<file path="config.mk">
export PLATFORM = sky130hd
export DESIGN_NAME = lfu_page_replacement_unit
export DESIGN_NICKNAME = d
export VERILOG_FILES = /design/src/hdl/lfu_pr_pkg.sv /design/src/hdl/lfu_page_replacement_unit.sv
export SDC_FILE = /design/constraint.sdc
export NUM_CORES = 1
export LEC_CHECK = 0
export BUFFER_PORTS_ARGS = -buffer_cell sky130_fd_sc_hd__buf_2
export CAP_MARGIN = 25
export CORE_UTILIZATION = 45
export CTS_CLUSTER_SIZE = 25
export DETAILED_ROUTE_END_ITERATION = 16
export PLACE_DENSITY = 0.6
export SETUP_SLACK_MARGIN = 0.05
export SYNTH_ARGS = -nofsm -noshare
export SYNTH_HDL_FRONTEND = slang
export SYNTH_SLANG_ARGS = --single-unit
export TNS_END_PERCENT = 1
</file>
<file path="constraint.sdc">
create_clock -name clk -period 18.4 [get_ports clk]
set_clock_uncertainty 0.15 [all_clocks]
set_input_delay 3.68 -clock clk [delete_from_list [all_inputs] [get_ports clk]]
set_output_delay 3.68 -clock clk [all_outputs]
set_load 0.02 [all_outputs]
</file>
<file path="src/hdl/lfu_pr_pkg.sv">
`timescale 1ns / 1ps
// Shared types and fixed field widths for the LFU page replacement unit.
// No dependencies; used by lfu_page_replacement_unit.
package lfu_pr_pkg;

  localparam int PAGE_W   = 16;
  localparam int FIDX_W   = 4;
  localparam int TOTAL_W  = 32;
  localparam int CFG_W    = 5;
  localparam int IN_W     = 16;
  localparam int RES_W    = 1 + FIDX_W + 1 + PAGE_W + TOTAL_W + TOTAL_W;
  localparam int OUT_W    = ((RES_W + 7) / 8) * 8;

  localparam logic [CFG_W-1:0] FRAMES_IN_USE_RESET = 5'd16;

  // Declared highest field first so that hit lands in bit 0.
  typedef struct packed {
    logic [TOTAL_W-1:0] hit_total;
    logic [TOTAL_W-1:0] fault_total;
    logic [PAGE_W-1:0]  evicted_page;
    logic               evicted_valid;
    logic [FIDX_W-1:0]  frame_index;
    logic               hit;
  } lfu_result_t;

endpackage

</file>
<file path="src/hdl/lfu_page_replacement_unit.sv">
`timescale 1ns / 1ps
// LFU page replacement unit: frame table, sequential lookup/victim scan, totals.
// Depends on lfu_pr_pkg.
//
// Each input beat is one page reference. The unit walks the active frames one
// per cycle through a single read port of the frame table, and in the same
// pass looks for a resident copy of the page (lowest index wins) and for the
// frame with the smallest use count (lowest index wins on ties; empty frames
// count as zero). From acceptance to result an item goes through N reads,
// where N is the active frame count (frames_in_use clamped to 1..FRAMES),
// then the last compare landing, then the sequencer seeing the end of the
// compare stream, and then the write step that updates the table and loads
// the result register. s_tready rises again as the result loads, so a new
// reference is not accepted until the current one is finished. The frame
// table read is registered, so the scan is set by that one memory port.
// s_tready is high only while the unit is idle; a finished result sits in an
// output register and the next reference may be accepted while it waits to
// be taken. If the previous result is still unclaimed when a scan ends, the
// table update and result load hold until that beat is taken.
// frames_in_use may be written only while no reference is in flight;
// frames outside the active range keep their contents but are not looked
// at. Use counts saturate at 2^COUNT_BITS - 1 and the fault/hit totals at
// 2^32 - 1.
module lfu_page_replacement_unit #(
  parameter int FRAMES     = 16,
  parameter int COUNT_BITS = 16
) (
  input  logic                           clk,
  input  logic                           rst,
  // Configuration: frames_in_use
  input  logic                           cfg_we,
  input  logic [lfu_pr_pkg::CFG_W-1:0]   cfg_wdata,
  // Reference input
  input  logic                           s_tvalid,
  output logic                           s_tready,
  input  logic [lfu_pr_pkg::IN_W-1:0]    s_tdata,   // [15:0] page_number
  // Result output
  output logic                           m_tvalid,
  input  logic                           m_tready,
  // [0] hit, [4:1] frame_index, [5] evicted_valid, [21:6] evicted_page,
  // [53:22] fault_total, [85:54] hit_total, [87:86] zero
  output logic [lfu_pr_pkg::OUT_W-1:0]   m_tdata
);

  localparam int IDX_W  = (FRAMES > 1) ? $clog2(FRAMES) : 1;
  localparam int UW     = $clog2(FRAMES + 1);
  localparam int CW     = (UW > lfu_pr_pkg::CFG_W) ? UW : lfu_pr_pkg::CFG_W;
  localparam int PW     = lfu_pr_pkg::PAGE_W;
  localparam int TW     = lfu_pr_pkg::TOTAL_W;
  localparam int WORD_W = PW + COUNT_BITS;

  localparam logic [1:0] ST_IDLE  = 2'd0;
  localparam logic [1:0] ST_SCAN  = 2'd1;
  localparam logic [1:0] ST_WRITE = 2'd2;

  localparam logic [COUNT_BITS-1:0] COUNT_MAX = '1;
  localparam logic [TW-1:0]         TOTAL_MAX = '1;

  // Configuration register
  logic [lfu_pr_pkg::CFG_W-1:0] frames_in_use;

  // Frame table: page and use count in memory, valid bits in flops
  logic [WORD_W-1:0] frame_mem [FRAMES];
  logic [FRAMES-1:0] frame_valid;
  logic [WORD_W-1:0] rd_word;
  logic              rd_valid;
  logic [IDX_W-1:0]  rd_addr;
  logic              wr_en;
  logic [IDX_W-1:0]  wr_addr;
  logic [WORD_W-1:0] wr_word;

  // Sequencer
  logic [1:0]        state;
  logic [PW-1:0]     page;
  logic [UW-1:0]     used;
  logic [UW-1:0]     used_next;
  logic [UW-1:0]     iss;
  logic              cmp_vld;
  logic [IDX_W-1:0]  cmp_idx;

  // Scan results
  logic                  found;
  logic [IDX_W-1:0]      hit_idx;
  logic [COUNT_BITS-1:0] hit_count;
  logic [COUNT_BITS-1:0] min_count;
  logic [IDX_W-1:0]      min_idx;
  logic                  min_valid;
  logic [PW-1:0]         min_page;

  // Totals and result register
  logic [TW-1:0]           fault_counter;
  logic [TW-1:0]           hit_counter;
  lfu_pr_pkg::lfu_result_t result;

  logic                  out_free;
  logic [PW-1:0]         rd_page;
  logic [COUNT_BITS-1:0] rd_count;
  logic [COUNT_BITS-1:0] eff_count;
  logic [CW-1:0]         cfg_ext;

  assign out_free  = !m_tvalid || m_tready;
  assign s_tready  = (state == ST_IDLE);
  assign rd_page   = rd_word[WORD_W-1:COUNT_BITS];
  assign rd_count  = rd_word[COUNT_BITS-1:0];
  // An empty frame counts as zero whatever the memory holds
  assign eff_count = rd_valid ? rd_count : '0;
  assign rd_addr   = iss[IDX_W-1:0];

  // Clamp the configured frame count to 1..FRAMES
  always_comb begin
    cfg_ext = CW'(frames_in_use);
    if (cfg_ext == '0) begin
      used_next = UW'(1);
    end else if (cfg_ext > CW'(FRAMES)) begin
      used_next = UW'(FRAMES);
    end else begin
      used_next = UW'(cfg_ext);
    end
  end

  // Table update: hit bumps the count, fault loads the page with count one
  always_comb begin
    wr_en   = (state == ST_WRITE) && out_free;
    wr_addr = found ? hit_idx : min_idx;
    if (found) begin
      wr_word = {page, (hit_count == COUNT_MAX) ? hit_count : hit_count + 1'b1};
    end else begin
      wr_word = {page, COUNT_BITS'(1)};
    end
  end

  always_ff @(posedge clk) begin
    if (wr_en) begin
      frame_mem[wr_addr] <= wr_word;
    end
  end

  always_ff @(posedge clk) begin
    rd_word <= frame_mem[rd_addr];
  end

  always_ff @(posedge clk) begin
    if (rst) begin
      rd_valid    <= 1'b0;
      frame_valid <= '0;
    end else begin
      rd_valid <= frame_valid[rd_addr];
      if (wr_en) begin
        frame_valid[wr_addr] <= 1'b1;
      end
    end
  end

  always_ff @(posedge clk) begin
    if (rst) begin
      frames_in_use <= lfu_pr_pkg::FRAMES_IN_USE_RESET;
    end else if (cfg_we) begin
      frames_in_use <= cfg_wdata;
    end
  end

  // Sequencer: accept, scan, write back and post the result
  always_ff @(posedge clk) begin
    if (rst) begin
      state         <= ST_IDLE;
      cmp_vld       <= 1'b0;
      m_tvalid      <= 1'b0;
      fault_counter <= '0;
      hit_counter   <= '0;
    end else begin
      // Raise valid when a result loads, drop it once the beat is taken
      if (wr_en) begin
        m_tvalid <= 1'b1;
      end else if (m_tready) begin
        m_tvalid <= 1'b0;
      end
      unique case (state)
        ST_IDLE: begin
          if (s_tvalid) begin
            page    <= s_tdata[PW-1:0];
            used    <= used_next;
            iss     <= '0;
            cmp_vld <= 1'b0;
            found   <= 1'b0;
            state   <= ST_SCAN;
          end
        end
        ST_SCAN: begin
          // Issue one read a cycle; compare the word that came back
          if (iss != used) begin
            iss     <= iss + 1'b1;
            cmp_vld <= 1'b1;
            cmp_idx <= rd_addr;
          end else begin
            cmp_vld <= 1'b0;
            if (!cmp_vld) begin
              state <= ST_WRITE;
            end
          end
          if (cmp_vld) begin
            if (!found && rd_valid && (rd_page == page)) begin
              found     <= 1'b1;
              hit_idx   <= cmp_idx;
              hit_count <= rd_count;
            end
            if ((cmp_idx == '0) || (eff_count < min_count)) begin
              min_count <= eff_count;
              min_idx   <= cmp_idx;
              min_valid <= rd_valid;
              min_page  <= rd_page;
            end
          end
        end
        ST_WRITE: begin
          // Hold until the result register is free
          if (out_free) begin
            result.hit         <= found;
            result.frame_index <= lfu_pr_pkg::FIDX_W'(found ? hit_idx : min_idx);
            if (found) begin
              result.evicted_valid <= 1'b0;
              result.evicted_page  <= '0;
              result.fault_total   <= fault_counter;
              if (hit_counter != TOTAL_MAX) begin
                hit_counter      <= hit_counter + 1'b1;
                result.hit_total <= hit_counter + 1'b1;
              end else begin
                result.hit_total <= hit_counter;
              end
            end else begin
              result.evicted_valid <= min_valid;
              result.evicted_page  <= min_valid ? min_page : '0;
              result.hit_total     <= hit_counter;
              if (fault_counter != TOTAL_MAX) begin
                fault_counter      <= fault_counter + 1'b1;
                result.fault_total <= fault_counter + 1'b1;
              end else begin
                result.fault_total <= fault_counter;
              end
            end
            state <= ST_IDLE;
          end
        end
        default: begin
          state <= ST_IDLE;
        end
      endcase
    end
  end

  assign m_tdata = {{(lfu_pr_pkg::OUT_W - lfu_pr_pkg::RES_W){1'b0}}, result};

endmodule
</file>
==> metrics.txt <==
Combinational Power Share 0.032; post-synth top area share 0.641; synthesized netlist cell count 1863; class of the most critical setup path in2reg; Max Fclk around 180 MHz; crit-path cells buf_2 > buf_4 > nor2_4 > buf_4; fin crit share 0.305; final hold violation count 0; Starting Density 0.456; largest net degree at the start of global routing 137; Seq/Total Area, Yosys 0.717; Power Density about 100 mW/mm^2; vias in the first global route roughly 17000; final worst slack approximately 13 ns; status finished clean; initial DRC count 1522; hold path cells 0; Req. time, crit path around 19 ns; hold wc startpoint rd_word[10]; ANT cells 0; first-pass GRT wire length roughly 100 mm; CP startpoint kind input pin; top cells by area, synth edfxtp_1 64%, mux4_2 12%, dfxtp_1 7.6%, xnor2_1 1.6%, nor2_1 1.2%; total grt overflow 0; CP endpoint kind flop; Max Cap Violations 0; I/O Buffers 113; Main synth FF type edfxtp_1; final setup violation count 0; number of core rows between 90 and 100; CTS Buffer Depth 3; FF-to-FF End frame_mem[5][5]; Placed Instances approximately 2900; post-synthesis async set-or-reset flop share 0; synthesized cell area ~0.032 sq mm; top-count cell post-synth edfxtp_1; Hold Path Sink hit_count[10]; pre-CTS WS between 10 and 15 ns; setup TNS 0 ns; routed len/inst around 23 um; Die W ~270 um; core area approximately 0.07 sq mm; Most Frequent Cell on Critical Path buf_4; WP data arrival 5.72 ns; Layout area overhead 14.4%; peak supply drop 0.0000760 V; DP HPWL slightly below 40 mm; largest area contributor in the netlist edfxtp_1; Slew HR 0.298; layout cells sized above 1 0.234; Die H 269 um; sequential cell fraction of total power 0.527; Seq cells post-synth 808; Slew @ Worst Pin between 1 and 1.5 ns; DRC viols 0; clock network power share 0.441; RR Startpoint found; CTS clk-pin slew, worst paths ~0.06 ns; Die Footprint 0.0725 sq mm; post_cts resized 0; RSZ-0062 raised after global routing no; Final Power between 3 and 4 mW; Reg2Reg Depth 5; hold slack final approximately 0.30 ns; Pre-antenna DRT Iters 5; fin crit period between 5 and 6 ns; worst stage delay on the critical path 0.82 ns; Slew Viols, Final 0; clk root buf clkbuf_16; number of H-tree levels 3; top cells by count, synth 686 x edfxtp_1, 165 x mux4_2, 122 x dfxtp_1; initial antenna violation count 1; switching share of power 0.205; fill count 5664; postcts setup bufs 0; CP Buf/Inv Count 3; synth warn 0; Layout Nets 2056; Sink Count between 800 and 900; CTS buffer count 83; Syn Area/Cell between 15 and 20 sq um; Crit-path slowest cell nor2_4; Via density ~5.6; cts hold-fix bufs 0; Post-synth EDFFs between 600 and 700; Synth cell types 63; DRT antenna net count 0; critical path's top delay family buffers and inverters; Tot GR Track Use 0.189; Int Pwr 3.03 mW; final wirelength ~70 mm; switching power 783 uW; Ports roughly 120; final cell count without fillers approximately 3000; critical path fanouts, max between 60 and 70; CTS tree yes; Hold WC Path Type reg2reg; worst skew pair latency about 0.63 ns; reg-to-reg slack, setup 14.71 ns; GP Congestion between 0.8 and 0.9; Vias ~17000; Leakage 12.3 nW
==> final cells by class <==
type                       count  area [sq um]  share of cell area
clock inverter                47           541              0.0147
inverter                      36           135             0.00368
tap                          940          1180              0.0320
timing repair buffer         153           922              0.0251
multi-input combinational    927          8690               0.237
clock buffer                 108          2240              0.0610
sequential                   808         23000               0.627
==> power by group through the flow <==
stage / sequential [mW] / combinational (mW) / clock (mW)
2_1_floorplan: 2.04 / 0.0909 / 0
3_3_place_gp: 2.05 / 0.123 / 0
3_5_place_dp: 2.05 / 0.124 / 0
4_1_cts: 2.01 / 0.124 / 1.72
5_1_grt: 2.01 / 0.132 / 1.79
6_report: 2.01 / 0.123 / 1.68
==> worst max-delay path by stage <==
stage	from	end	slack (ns)	cells past startpoint
final	rst	m_tdata[3]	12.78	4
after global routing	rst	hit_count[10]	12.55	7
after CTS	rst	m_tdata[46]	12.75	4
after detailed placement	rst	m_tdata[59]	12.09	4
after global placement	rst	m_tdata[57]	12.15	4
after floorplan	rst	m_tdata[0]	9.82	4
==> sequential cells by signal (all words and copies together) (netlist names) <==
name	flops
cfg_ext	5
cmp_idx	4
cmp_vld	1
fault_counter	32
found	1
frame_mem	512
frame_valid	16
hit_count	16
hit_counter	32
hit_idx	4
iss	5
m_tdata	86
m_tvalid	1
min_count	16
min_idx	4
min_page	16
min_valid	1
page	16
rd_valid	1
rd_word	32
state	2
used	5
==> cell usage in the layout, fill, tap and decap left out, types with 15 or more instances in the layout <==
cell type	instances
nand4_1	28
nand3_1	45
xor2_1	38
o21ai_0	25
dfxtp_1	122
xnor2_1	59
nor2_1	82
inv_1	36
o21a_1	24
and3_1	15
a21oi_1	61
and2_1	39
mux4_2	165
nor2_4	17
nand2_1	80
ha_1	21
or4_1	15
nor4_1	32
nor3_1	32
edfxtp_1	686
buf_2	113
or3_1	30
buf_4	35
clkbuf_16	83
clkbuf_1	18
==> stage by stage <==
stage,instance area (sq um),utilization
after global routing,36700,0.522
final,36700,0.522
after global placement,33900,0.481
after CTS,36700,0.521
after floorplan,32100,-
after detailed placement,33900,0.482
==> worst register-to-register path, delay by kind of cell, from the launching register on <==
family | cells | cell delay (ns)
AND/OR/NAND/NOR | 2 | 1.04
buffers and inverters | 2 | 0.89
flip-flops | 1 | 0.80
multiplexers | 1 | 0.47
==> metal layers <==
layer / global-route usage / part of all wire / vias to the layer above / wire, um
met5: 0 / 0 / - / 0
met4: 0.0483 / 0.020 / 0 / 1360
met3: 0.0319 / 0.049 / 97 / 3320
met2: 0.301 / 0.48 / 426 / 32400
met1: 0.271 / 0.46 / 8754 / 31000
li1: - / - / 7664 / -
==> cells by family (layout without fill, tap and decap cells) <==
group,Yosys count,after routing,synth area share
XOR/XNOR,97,97,0.0264
AO/OA/AOI/OAI,165,165,0.0326
other,1,2,0.000117
buffers and inverters,129,344,0.0171
adder cells (fa/ha/maj),21,21,0.00818
multiplexers,185,185,0.122
flip-flops,808,808,0.717
AND/OR/NAND/NOR,457,457,0.0761
(Power assumes the default switching activity.)
